$ cat config.mk
export PLATFORM = sky130hd
export DESIGN_NAME = x11csp_step
export DESIGN_NICKNAME = d
export VERILOG_FILES = /design/src/design/x11csp_pkg.sv /design/src/design/x11csp_step.sv
export SDC_FILE = /design/constraint.sdc
export NUM_CORES = 1
export LEC_CHECK = 0
export ABC_AREA = 1
export BUFFER_PORTS_ARGS = -buffer_cell sky130_fd_sc_hd__buf_4
export CORE_MARGIN = 4
export CORE_UTILIZATION = 48
export DETAILED_ROUTE_END_ITERATION = 8
export PLACE_DENSITY = 0.9
export SLEW_MARGIN = 20
export SYNTH_ARGS = -nofsm -noshare
export SYNTH_HDL_FRONTEND = slang
export SYNTH_SLANG_ARGS = --single-unit
export TNS_END_PERCENT = 30
$ cat constraint.sdc
create_clock -name vclk -period 1.62
set_clock_uncertainty 0.05 [all_clocks]
set_input_delay 0 -clock vclk [all_inputs]
set_output_delay 0 -clock vclk [all_outputs]
set_load 0.02 [all_outputs]
$ cat src/design/x11csp_pkg.sv
`timescale 1ns / 1ps
// ----------------------------------------------------------------------------
// x11csp_pkg
// Shared types, codes and helper functions for the color specification parser.
// ----------------------------------------------------------------------------
package x11csp_pkg;

    // Parse mode codes
    localparam logic [1:0] MODE_START  = 2'd0;
    localparam logic [1:0] MODE_HASH   = 2'd1;
    localparam logic [1:0] MODE_PREFIX = 2'd2;
    localparam logic [1:0] MODE_COMPS  = 2'd3;

    // Character codes
    localparam logic [7:0] CHAR_HASH  = 8'h23;  // '#'
    localparam logic [7:0] CHAR_SLASH = 8'h2f;  // '/'
    localparam logic [7:0] CHAR_R     = 8'h72;  // 'r'
    localparam logic [7:0] CHAR_G     = 8'h67;  // 'g'
    localparam logic [7:0] CHAR_B     = 8'h62;  // 'b'
    localparam logic [7:0] CHAR_COLON = 8'h3a;  // ':'

    localparam logic [2:0] HASH_LEN      = 3'd7;
    localparam logic [2:0] PREFIX_LAST   = 3'd3;
    localparam logic [2:0] DIGIT_MAX     = 3'd4;
    localparam logic [2:0] DIGIT_SAT     = 3'd5;
    localparam logic [1:0] COMP_LAST     = 2'd2;

    typedef struct packed {
        logic [7:0] char_code;
        logic       is_last;
    } t_in_item;

    typedef struct packed {
        logic       ok;
        logic [7:0] red;
        logic [7:0] green;
        logic [7:0] blue;
    } t_out_item;

    typedef struct packed {
        logic [1:0]  mode;
        logic [2:0]  char_count;
        logic [1:0]  comp_index;
        logic [2:0]  digit_count;
        logic [15:0] acc;
        logic [7:0]  saved_red;
        logic [7:0]  saved_green;
        logic        error_seen;
    } t_parse_state;

    localparam t_parse_state PARSE_RESET = '{
        mode:        MODE_START,
        char_count:  3'd0,
        comp_index:  2'd0,
        digit_count: 3'd0,
        acc:         16'd0,
        saved_red:   8'd0,
        saved_green: 8'd0,
        error_seen:  1'b0
    };

    typedef struct packed {
        logic       ok;
        logic [7:0] val;
    } t_nibble8;

    typedef struct packed {
        logic       ok;
        logic [3:0] val;
    } t_hex;

    // Decode one ASCII hex digit, either case
    function automatic t_hex hex_digit(input logic [7:0] c);
        t_hex h;
        h.ok  = 1'b1;
        h.val = 4'd0;
        if (c >= 8'h30 && c <= 8'h39) begin
            h.val = 4'(c - 8'h30);
        end else if (c >= 8'h61 && c <= 8'h66) begin
            h.val = 4'(c - 8'h57);
        end else if (c >= 8'h41 && c <= 8'h46) begin
            h.val = 4'(c - 8'h37);
        end else begin
            h.ok = 1'b0;
        end
        return h;
    endfunction

    // Expected prefix character at a given position
    function automatic logic [7:0] prefix_char(input logic [1:0] pos);
        logic [7:0] c;
        case (pos)
            2'd0:    c = CHAR_R;
            2'd1:    c = CHAR_G;
            2'd2:    c = CHAR_B;
            default: c = CHAR_COLON;
        endcase
        return c;
    endfunction

    // Scale a 1 to 4 digit component to 8 bits
    function automatic t_nibble8 scale_comp(input logic [15:0] acc,
                                            input logic [2:0] count);
        t_nibble8 s;
        s.ok = 1'b1;
        case (count)
            3'd1:    s.val = {acc[3:0], acc[3:0]};   // times 17
            3'd2:    s.val = acc[7:0];
            3'd3:    s.val = acc[11:4];
            3'd4:    s.val = acc[15:8];
            default: begin
                s.ok  = 1'b0;
                s.val = 8'd0;
            end
        endcase
        return s;
    endfunction

endpackage

$ cat src/design/x11csp_step.sv
`timescale 1ns / 1ps
// ----------------------------------------------------------------------------
// x11csp_step
// Next-state and result logic for one character of a color specification.
// ----------------------------------------------------------------------------
module x11csp_step
    import x11csp_pkg::*;
(
    input  t_parse_state i_state,
    input  logic [7:0]   i_char,
    input  logic         i_last,
    output t_parse_state o_next,
    output t_out_item    o_result
);

    t_parse_state n_s;
    t_hex         hex;
    t_nibble8     comp;
    t_nibble8     fin;

    always_comb begin
        hex  = hex_digit(i_char);
        comp = scale_comp(i_state.acc, i_state.digit_count);
        n_s  = i_state;

        if (!i_state.error_seen) begin
            case (i_state.mode)
                MODE_START: begin
                    if (i_char == CHAR_HASH) begin
                        n_s.mode = MODE_HASH;
                    end else if (i_char == CHAR_R) begin
                        n_s.mode = MODE_PREFIX;
                    end else begin
                        n_s.error_seen = 1'b1;
                    end
                end
                MODE_HASH: begin
                    if (!hex.ok || i_state.char_count >= HASH_LEN) begin
                        n_s.error_seen = 1'b1;
                    end else begin
                        n_s.acc = {8'd0, i_state.acc[3:0], hex.val};
                        if (i_state.char_count == 3'd2) begin
                            n_s.saved_red = {i_state.acc[3:0], hex.val};
                        end
                        if (i_state.char_count == 3'd4) begin
                            n_s.saved_green = {i_state.acc[3:0], hex.val};
                        end
                    end
                end
                MODE_PREFIX: begin
                    if (i_state.char_count > PREFIX_LAST ||
                        i_char != prefix_char(i_state.char_count[1:0])) begin
                        n_s.error_seen = 1'b1;
                    end else if (i_state.char_count == PREFIX_LAST) begin
                        n_s.mode = MODE_COMPS;
                    end
                end
                default: begin
                    if (i_char == CHAR_SLASH) begin
                        if (i_state.comp_index >= COMP_LAST || !comp.ok) begin
                            n_s.error_seen = 1'b1;
                        end else begin
                            if (i_state.comp_index == 2'd0) begin
                                n_s.saved_red = comp.val;
                            end else begin
                                n_s.saved_green = comp.val;
                            end
                            n_s.comp_index  = i_state.comp_index + 2'd1;
                            n_s.digit_count = 3'd0;
                            n_s.acc         = 16'd0;
                        end
                    end else if (!hex.ok) begin
                        n_s.error_seen = 1'b1;
                    end else begin
                        if (i_state.digit_count < DIGIT_MAX) begin
                            n_s.acc = {i_state.acc[11:0], hex.val};
                        end
                        if (i_state.digit_count < DIGIT_SAT) begin
                            n_s.digit_count = i_state.digit_count + 3'd1;
                        end
                    end
                end
            endcase
            if (i_state.char_count < HASH_LEN) begin
                n_s.char_count = i_state.char_count + 3'd1;
            end
        end

        // Result from the state after this character
        fin      = scale_comp(n_s.acc, n_s.digit_count);
        o_result = '0;
        if (!n_s.error_seen) begin
            if (n_s.mode == MODE_HASH && n_s.char_count == HASH_LEN) begin
                o_result.ok    = 1'b1;
                o_result.red   = n_s.saved_red;
                o_result.green = n_s.saved_green;
                o_result.blue  = n_s.acc[7:0];
            end else if (n_s.mode == MODE_COMPS && n_s.comp_index == COMP_LAST &&
                         fin.ok) begin
                o_result.ok    = 1'b1;
                o_result.red   = n_s.saved_red;
                o_result.green = n_s.saved_green;
                o_result.blue  = fin.val;
            end
        end

        // A finished specification starts the next one from scratch
        o_next = i_last ? PARSE_RESET : n_s;
    end

endmodule

==> impl_metrics.py, run 1 <==
metrics = {
    "floorplanning": {
        "num_io_pins": 120,
        "die_w_um": 92.0,
        "initial_core_util_pct": 49.5,
        "chipHeight_um": 92.0,
        "rows": 30,
    },
    "synth": {
        "synth.most_common_cell": "nand2_1",
        "synth_top_family_by_area": "simple AND/OR/NAND/NOR gates",
        "synth.avg_cell_area_um2": 5.00,
        "synth-xor-area-share_pct": 1.04,
        "synth_top_area_cell": "nand2_1",
        "syn_area_mm2": 0.00338,
        "netlist.area_leader.share_pct": 21.0,
        "syn-num-nets": 746,
        "synth_compound_area_share_pct": 23.8,
        "synthSimpleGateAreaFrac_pct": 54.8,
        "netlist_top_cells_count": "189 x nand2_1, 82 x nand3_1, 81 x inv_1, 77 x nor2_1, 51 x a21oi_1",
        "synth.area.top_cells": "nand2_1 21%, nand3_1 12%, inv_1 9.0%",
        "synthMuxAreaShare_pct": 0,
        "synthAdderAreaFrac_pct": 6.28,
        "synthCells": 677,
        "ys_seq_area_share_pct": 0,
        "ys.warnings.count": 0,
        "synth_cell_types": 43,
    },
    "global_routing": {
        "grt_max_degree": 44,
    },
    "placement": {
        "place_congestion": 0.997,
        "detailedPlace.worstSlack_ns": -0.488,
        "dp_hpwl_um": 11900,
        "placed_cells": 983,
        "portBuffers": 120,
    },
    "sta": {
        "worstEndpointType": "output port",
        "postGrtWorstEndpoint": "o_result[15]",
    },
    "run_status": {
        "error": "[ERROR DPL-0038] Utilization greater than 100%, impossible to legalize",
        "status": "aborted with a tool error",
        "lastStage": "global routing (5_1_grt)",
    },
    "clock_tree": {
        "cts_hold_buf": 0,
    },
}
metrics by stage:
step / hold WS, ns / instance area [um2]
after CTS: 0.330 / 6010
after detailed placement: 0.335 / 5430
after floorplan: 0.157 / 3630
after global placement: 0.326 / 5430
logic make-up after synthesis:
family / count (synthesis)
AND/OR/NAND/NOR: 399
buffers and inverters: 119
XOR/XNOR: 4
AO/OA/AOI/OAI: 138
adder cells (fa/ha/maj): 17
repair_timing:
action	in CTS
setup buffers	13
gates resized for setup	128
pin swaps	39
endpoints found under the setup margin	59
hold endpoints to repair	0
cloned	2
==> run 2: changes to the inputs <==
--- a/config.mk
+++ b/config.mk
@@ -8,9 +8,9 @@
 export ABC_AREA = 1
 export BUFFER_PORTS_ARGS = -buffer_cell sky130_fd_sc_hd__buf_4
 export CORE_MARGIN = 4
-export CORE_UTILIZATION = 48
+export CORE_UTILIZATION = 40
 export DETAILED_ROUTE_END_ITERATION = 8
-export PLACE_DENSITY = 0.9
+export PLACE_DENSITY_LB_ADDON = 0.15
 export SLEW_MARGIN = 20
 export SYNTH_ARGS = -nofsm -noshare
 export SYNTH_HDL_FRONTEND = slang
==> constraint.sdc (replaced) <==
create_clock -name vclk -period 2.1
set_clock_uncertainty 0.05 [all_clocks]
set_input_delay 0 -clock vclk [all_inputs]
set_output_delay 0 -clock vclk [all_outputs]
set_load 0.02 [all_outputs]
==> run 2 against run 1 <==
The run now ends clean. Synthesized cell count unchanged. Area after synthesis stayed put.
==> impl_metrics.py, run 2 <==
metrics = {
    "placement": {
        "dp_hpwl_um": 11100,
        "detailedPlace.worstSlack_ns": -0.130,
        "placed_area_mm2": 0.00466,
        "portBuffers": 120,
        "place_congestion": 0.950,
    },
    "sta": {
        "rsz0062_at_grt": "yes",
        "period_needed_ns": 2.09,
        "slew_headroom_pct": 69.5,
        "postLayoutSetupSlackWorst_ns": 0.0145,
        "worst_pin_slew_ns": 0.457,
        "finalHoldViolations": 0,
        "fmax_ghz": 0.479,
        "slew_viol_final": 0,
        "finalSetupViolCount": 0,
        "min_period_over_period_pct": 99.3,
    },
    "pwr": {
        "seq_power_share_pct": 0,
        "vdd_drop_max_v": 0.000135,
        "p_sw_share_pct": 61.2,
        "p_switching_w": 0.000620,
        "pwr-share-clk_pct": 0,
        "p_leak_nw": 2.70,
        "p_int_w": 0.000393,
        "p_per_area_mw_per_mm2": 195,
        "power.share.combinational_pct": 100.0,
    },
    "global_routing": {
        "met1_usage_pct": 36.2,
        "grt_usage_pct": 26.3,
        "top_usage_layer": "met2",
        "antenna_found_initial": 0,
        "grt_pass1_vias": 4733,
        "use_met3_pct": 2.08,
        "grt-ovfl-total": 0,
        "grt_max_degree": 44,
        "met2_usage_pct": 45.4,
        "grt_pass1_wl_um": 22400,
    },
    "floorplanning": {
        "initial_core_util_pct": 41.2,
        "die-area_mm2": 0.0100,
        "chipHeight_um": 100,
        "die_w_um": 100,
        "rows": 33,
        "num_io_pins": 120,
        "core-area_mm2": 0.00822,
    },
    "cells_and_area": {
        "nets": 904,
        "seq_cells": 0,
        "final_core_util_pct": 63.3,
        "register_area_um2": 0,
        "layout_commonest_cell": "nand2_1",
        "nFillCells": 826,
        "final_cell_mix": "173 x nand2_1, 171 x buf_4, 74 x nand3_1",
        "final_layout_size_suffix_gt1_share_pct": 35.5,
        "diodes": 0,
        "clock_buffer_count": 0,
        "syn_to_final_growth_pct": 53.8,
        "stdcell_area_mm2": 0.00520,
    },
    "critical_path": {
        "crit_path_max_fanout": 7,
        "cpMaxStageDelayCell": "ha_2",
        "cp_num_buf_inv": 5,
        "setup.worst_path.start_class": "primary input",
        "cp_slowest_stage_delay_ns": 0.19,
        "crit_top_cell": "nand2_2",
        "crit_start": "i_char[1]",
        "path_depth": 19,
        "path_class": "in2out",
        "worst_ep_arrival_time_ns": 2.04,
        "cp.required_ns": 2.05,
        "path_cells": "buf_4 -> inv_4 -> ha_2 -> inv_4 -> nand3_4 -> nand3_4 -> nand2_8 -> nand2_1 -> nand4_1 -> nand2_4 -> nor2_4 -> nand2_2 -> nand2_2 -> nand2_2 -> nand2_8 -> buf_12 -> nand3_2 -> nor2_2 -> buf_6",
        "cp_top_family": "simple AND/OR/NAND/NOR gates",
        "worstSetupEndpointType": "output port",
    },
    "route": {
        "totalWireLength_um": 14600,
        "via_count": 5182,
        "viasPerCell": 5.52,
        "ant_nets": 0,
        "drt_drc_violations_left": 0,
        "first_iter_violations": 368,
        "avgRoutedWirePerCell_um": 15.6,
        "drt-pass1-iter-count": 5,
    },
    "synth": {
        "syn-num-nets": 746,
        "syn_area_mm2": 0.00338,
        "netlist.area_leader.share_pct": 21.0,
        "ys_seq_area_share_pct": 0,
        "synth.avg_cell_area_um2": 5.00,
        "synth.most_common_cell": "nand2_1",
        "synth_cell_types": 43,
        "synth_top_area_cell": "nand2_1",
        "synthCells": 677,
        "netlist_top_cells_count": "189 x nand2_1, 82 x nand3_1, 81 x inv_1, 77 x nor2_1, 51 x a21oi_1",
        "ys.warnings.count": 0,
        "synth.area.top_cells": "nand2_1 21%, nand3_1 12%, inv_1 9.0%",
    },
    "run_status": {
        "status": "completed",
    },
    "clock_tree": {
        "cts_hold_buf": 0,
    },
    "min_path": {
        "min_path_type": "in2out",
        "hp-start": "i_state[9]",
        "whs_path_depth": 4,
    },
    "flow_run": {
        "max_cap_violations": 0,
    },
}
[run 2: metal layers]
| metal | part of all wire, % | up-vias |
|---|---|---|
| met1 | 42 | 2382 |
| li1 | - | 2552 |
| met2 | 48 | 215 |
| met3 | 7.7 | 33 |
| met4 | 2.4 | 0 |
| met5 | 0 | - |
[run 2: path summary, 6_finish.rpt]
check | endpoint | slack (ns)
worst max-delay path | o_result[0] | 0.01
worst min-delay path | o_next[9] | 0.32
[run 2: repair_timing]
action | CTS | global route
gates cloned | 1 | 1
setup endpoints to repair | 34 | 45
pin swaps | 3 | 28
hold endpoints to repair | 0 | 0
buffers inserted | 2 | 14
gates resized for setup | 9 | 92
[run 2: area by class of cell]
class / instances / area [um2] / share of cell area [%]
Multi-Input combinational cell: 560 / 3270 / 62.9
Timing Repair Buffer: 182 / 1440 / 27.7
Inverter: 91 / 358 / 6.88
Tap cell: 105 / 131 / 2.52
[run 2: kinds of logic (layout without fill, tap and decap cells)]
| family | Yosys count | in the layout | synth area share, % |
|---|---|---|---|
| adders and majority gates | 17 | 17 | 6.28 |
| AOI/OAI and AO/OA | 138 | 138 | 23.8 |
| and+or+nand+nor | 399 | 401 | 54.8 |
| buffers and inverters | 119 | 273 | 14.2 |
| xor gates and xnor gates | 4 | 4 | 1.04 |
[run 2: metrics by stage]
stage                     setup TNS [ns]  total power, W  std cells  hold WS, ns
after CTS                        -0.0314        0.000907        923        0.327
final                                  0         0.00101        938        0.322
after global placement            -0.241        0.000883        920        0.324
after global routing              -0.602         0.00110        938        0.360
after floorplan                        0        0.000524        677        0.157
after detailed placement           -1.53        0.000894        920        0.327
[run 2: power groups by stage]
stage / Sequential [W] / Clock (W) / Combinational [W]
after floorplan: 0 / 0 / 0.000524
after global placement: 0 / 0 / 0.000883
after detailed placement: 0 / 0 / 0.000894
after CTS: 0 / 0 / 0.000907
after global routing: 0 / 0 / 0.00110
final: 0 / 0 / 0.00101
No activity file was read; power rests on OpenSTA's default activity.
==> run 3: changes to the inputs <==
--- a/config.mk
+++ b/config.mk
@@ -10,7 +10,8 @@
 export CORE_MARGIN = 4
 export CORE_UTILIZATION = 40
 export DETAILED_ROUTE_END_ITERATION = 8
-export PLACE_DENSITY_LB_ADDON = 0.15
+export PLACE_DENSITY = 0.66
+export RECOVER_POWER = 100
 export SLEW_MARGIN = 20
 export SYNTH_ARGS = -nofsm -noshare
 export SYNTH_HDL_FRONTEND = slang
==> run 3 against run 2 <==
Global-route usage is 0.48 points lower. Clock-buffer cell count stayed put. Cell area is 4.2% lower. First-iteration DRC count is 14% higher. Sequential share of layout area stayed put. Cell count is 1.1% lower. Combinational power hardly changed. Die area stayed put.
==> impl_metrics.py, run 3 (synthesis gave the netlist of run 2 again) <==
metrics = {
    "critical_path": {
        "cp_slowest_stage_delay_ns": 0.17,
        "path_class": "in2out",
        "cpMaxStageDelayCell": "ha_4",
        "crit_path_max_fanout": 7,
        "path_cells": "buf_6 -> inv_2 -> ha_4 -> inv_2 -> nand3_4 -> nand3_4 -> nand2_8 -> buf_4 -> buf_4 -> buf_4 -> nand3_1 -> nand3_1 -> nand2_1 -> nand3_1 -> o21ai_2 -> nand2_1 -> nand3_1 -> nor2_1 -> nor2_1 -> buf_4",
        "cp.required_ns": 2.05,
        "setup.worst_path.start_class": "primary input",
        "worst_ep_arrival_time_ns": 1.97,
        "worstSetupEndpointType": "output port",
    },
    "clock_tree": {
        "cts_hold_buf": 0,
    },
    "pwr": {
        "power_w": 0.000977,
        "p_leak_nw": 2.61,
        "vdd_drop_max_v": 0.000136,
        "p_per_area_mw_per_mm2": 196,
    },
    "sta": {
        "finalSetupViolCount": 0,
        "rsz0062_at_grt": "yes",
        "slew_viol_final": 0,
        "finalHoldViolations": 0,
        "fmax_ghz": 0.494,
        "slew_headroom_pct": 68.9,
        "setup_tns_ns": 0,
        "worst_pin_slew_ns": 0.466,
        "period_needed_ns": 2.02,
        "min_period_over_period_pct": 96.4,
        "postLayoutSetupSlackWorst_ns": 0.0762,
    },
    "floorplanning": {
        "initial_core_util_pct": 41.2,
        "core-area_mm2": 0.00822,
        "die-area_mm2": 0.0100,
        "rows": 33,
        "num_io_pins": 120,
        "chipHeight_um": 100,
        "die_w_um": 100,
    },
    "flow_run": {
        "max_cap_violations": 0,
    },
    "global_routing": {
        "grt_pass1_vias": 4642,
        "grt_pass1_wl_um": 21900,
        "grt_usage_pct": 25.8,
        "grt-ovfl-total": 0,
        "grt_max_degree": 44,
        "antenna_found_initial": 0,
    },
    "route": {
        "first_iter_violations": 418,
        "totalWireLength_um": 14100,
        "viasPerCell": 5.46,
        "avgRoutedWirePerCell_um": 15.2,
        "drt_drc_violations_left": 0,
        "via_count": 5064,
        "ant_nets": 0,
        "drt-pass1-iter-count": 5,
    },
    "placement": {
        "detailedPlace.worstSlack_ns": -0.100,
        "place_congestion": 0.990,
        "placed_area_mm2": 0.00458,
        "portBuffers": 120,
        "dp_hpwl_um": 11100,
    },
    "min_path": {
        "hp-start": "i_state[9]",
        "whs_path_depth": 4,
        "min_path_type": "in2out",
        "whs_endpoint": "o_result[16]",
    },
    "cells_and_area": {
        "final_cell_mix": "180 x nand2_1, 162 x buf_4, 74 x nand3_1",
        "layout_commonest_cell": "nand2_1",
        "seq_cells": 0,
        "final_layout_size_suffix_gt1_share_pct": 33.2,
        "nets": 894,
        "nFillCells": 821,
        "register_area_um2": 0,
        "diodes": 0,
        "stdcell_area_mm2": 0.00499,
        "final_core_util_pct": 60.7,
        "clock_buffer_count": 0,
        "syn_to_final_growth_pct": 47.3,
    },
    "run_status": {
        "status": "completed",
    },
}
-- run 3: critical path, delay by kind of cell --
kind | cells | cell delay, ns
buffers and inverters | 7 | 0.76
AO/OA/AOI/OAI | 1 | 0.12
AND/OR/NAND/NOR | 11 | 0.92
adder cells (fa/ha/maj) | 1 | 0.17
-- run 3: worst max path at each step --
stage,from,to,slack [ns],cells past startpoint
2_1_floorplan,i_state[33],o_result[21],0.27,17
3_3_place_gp,i_state[38],o_result[1],-0.06,16
3_5_place_dp,i_state[38],o_result[5],-0.10,16
4_1_cts,i_state[38],o_result[3],0.01,17
5_1_grt,i_char[0],o_result[6],-0.07,20
6_report,i_char[0],o_result[3],0.08,20
-- run 3: final cells by class --
class / instances / area (um2) / area share, %
Multi-Input combinational cell: 559 / 3180 / 63.7
Timing Repair Buffer: 172 / 1320 / 26.4
Inverter: 91 / 355 / 7.13
Tap cell: 105 / 131 / 2.63
Timing Repair inverter: 1 / 7.51 / 0.151
-- run 3: where the power goes --
| group | switching (W) | total, W | internal (W) | leakage [nW] |
|---|---|---|---|---|
| clock network | 0 | 0 | 0 | 0 |
| logic | 0.000600 | 0.000977 | 0.000377 | 2.61 |
| registers | 0 | 0 | 0 | 0 |
-- run 3: layer usage --
metal | track usage [%] | wire length, um
met1 | 35.7 | 6130
met2 | 44.7 | 6690
met4 | 4.66 | 308
met5 | 0 | 0
met3 | 1.46 | 975
-- run 3: stage by stage --
stage,instances,hold WS [ns]
4_1_cts,914,0.328
3_3_place_gp,912,0.323
6_report,928,0.323
5_1_grt,928,0.354
2_1_floorplan,677,0.157
3_5_place_dp,912,0.327
-- run 3: what timing repair did --
| action | CTS | global route |
|---|---|---|
| buffers inserted | 2 | 12 |
| gates cloned | 0 | 2 |
| setup endpoints to repair | 32 | 48 |
| gates resized for setup | 6 | 76 |
| pin swaps | 1 | 19 |
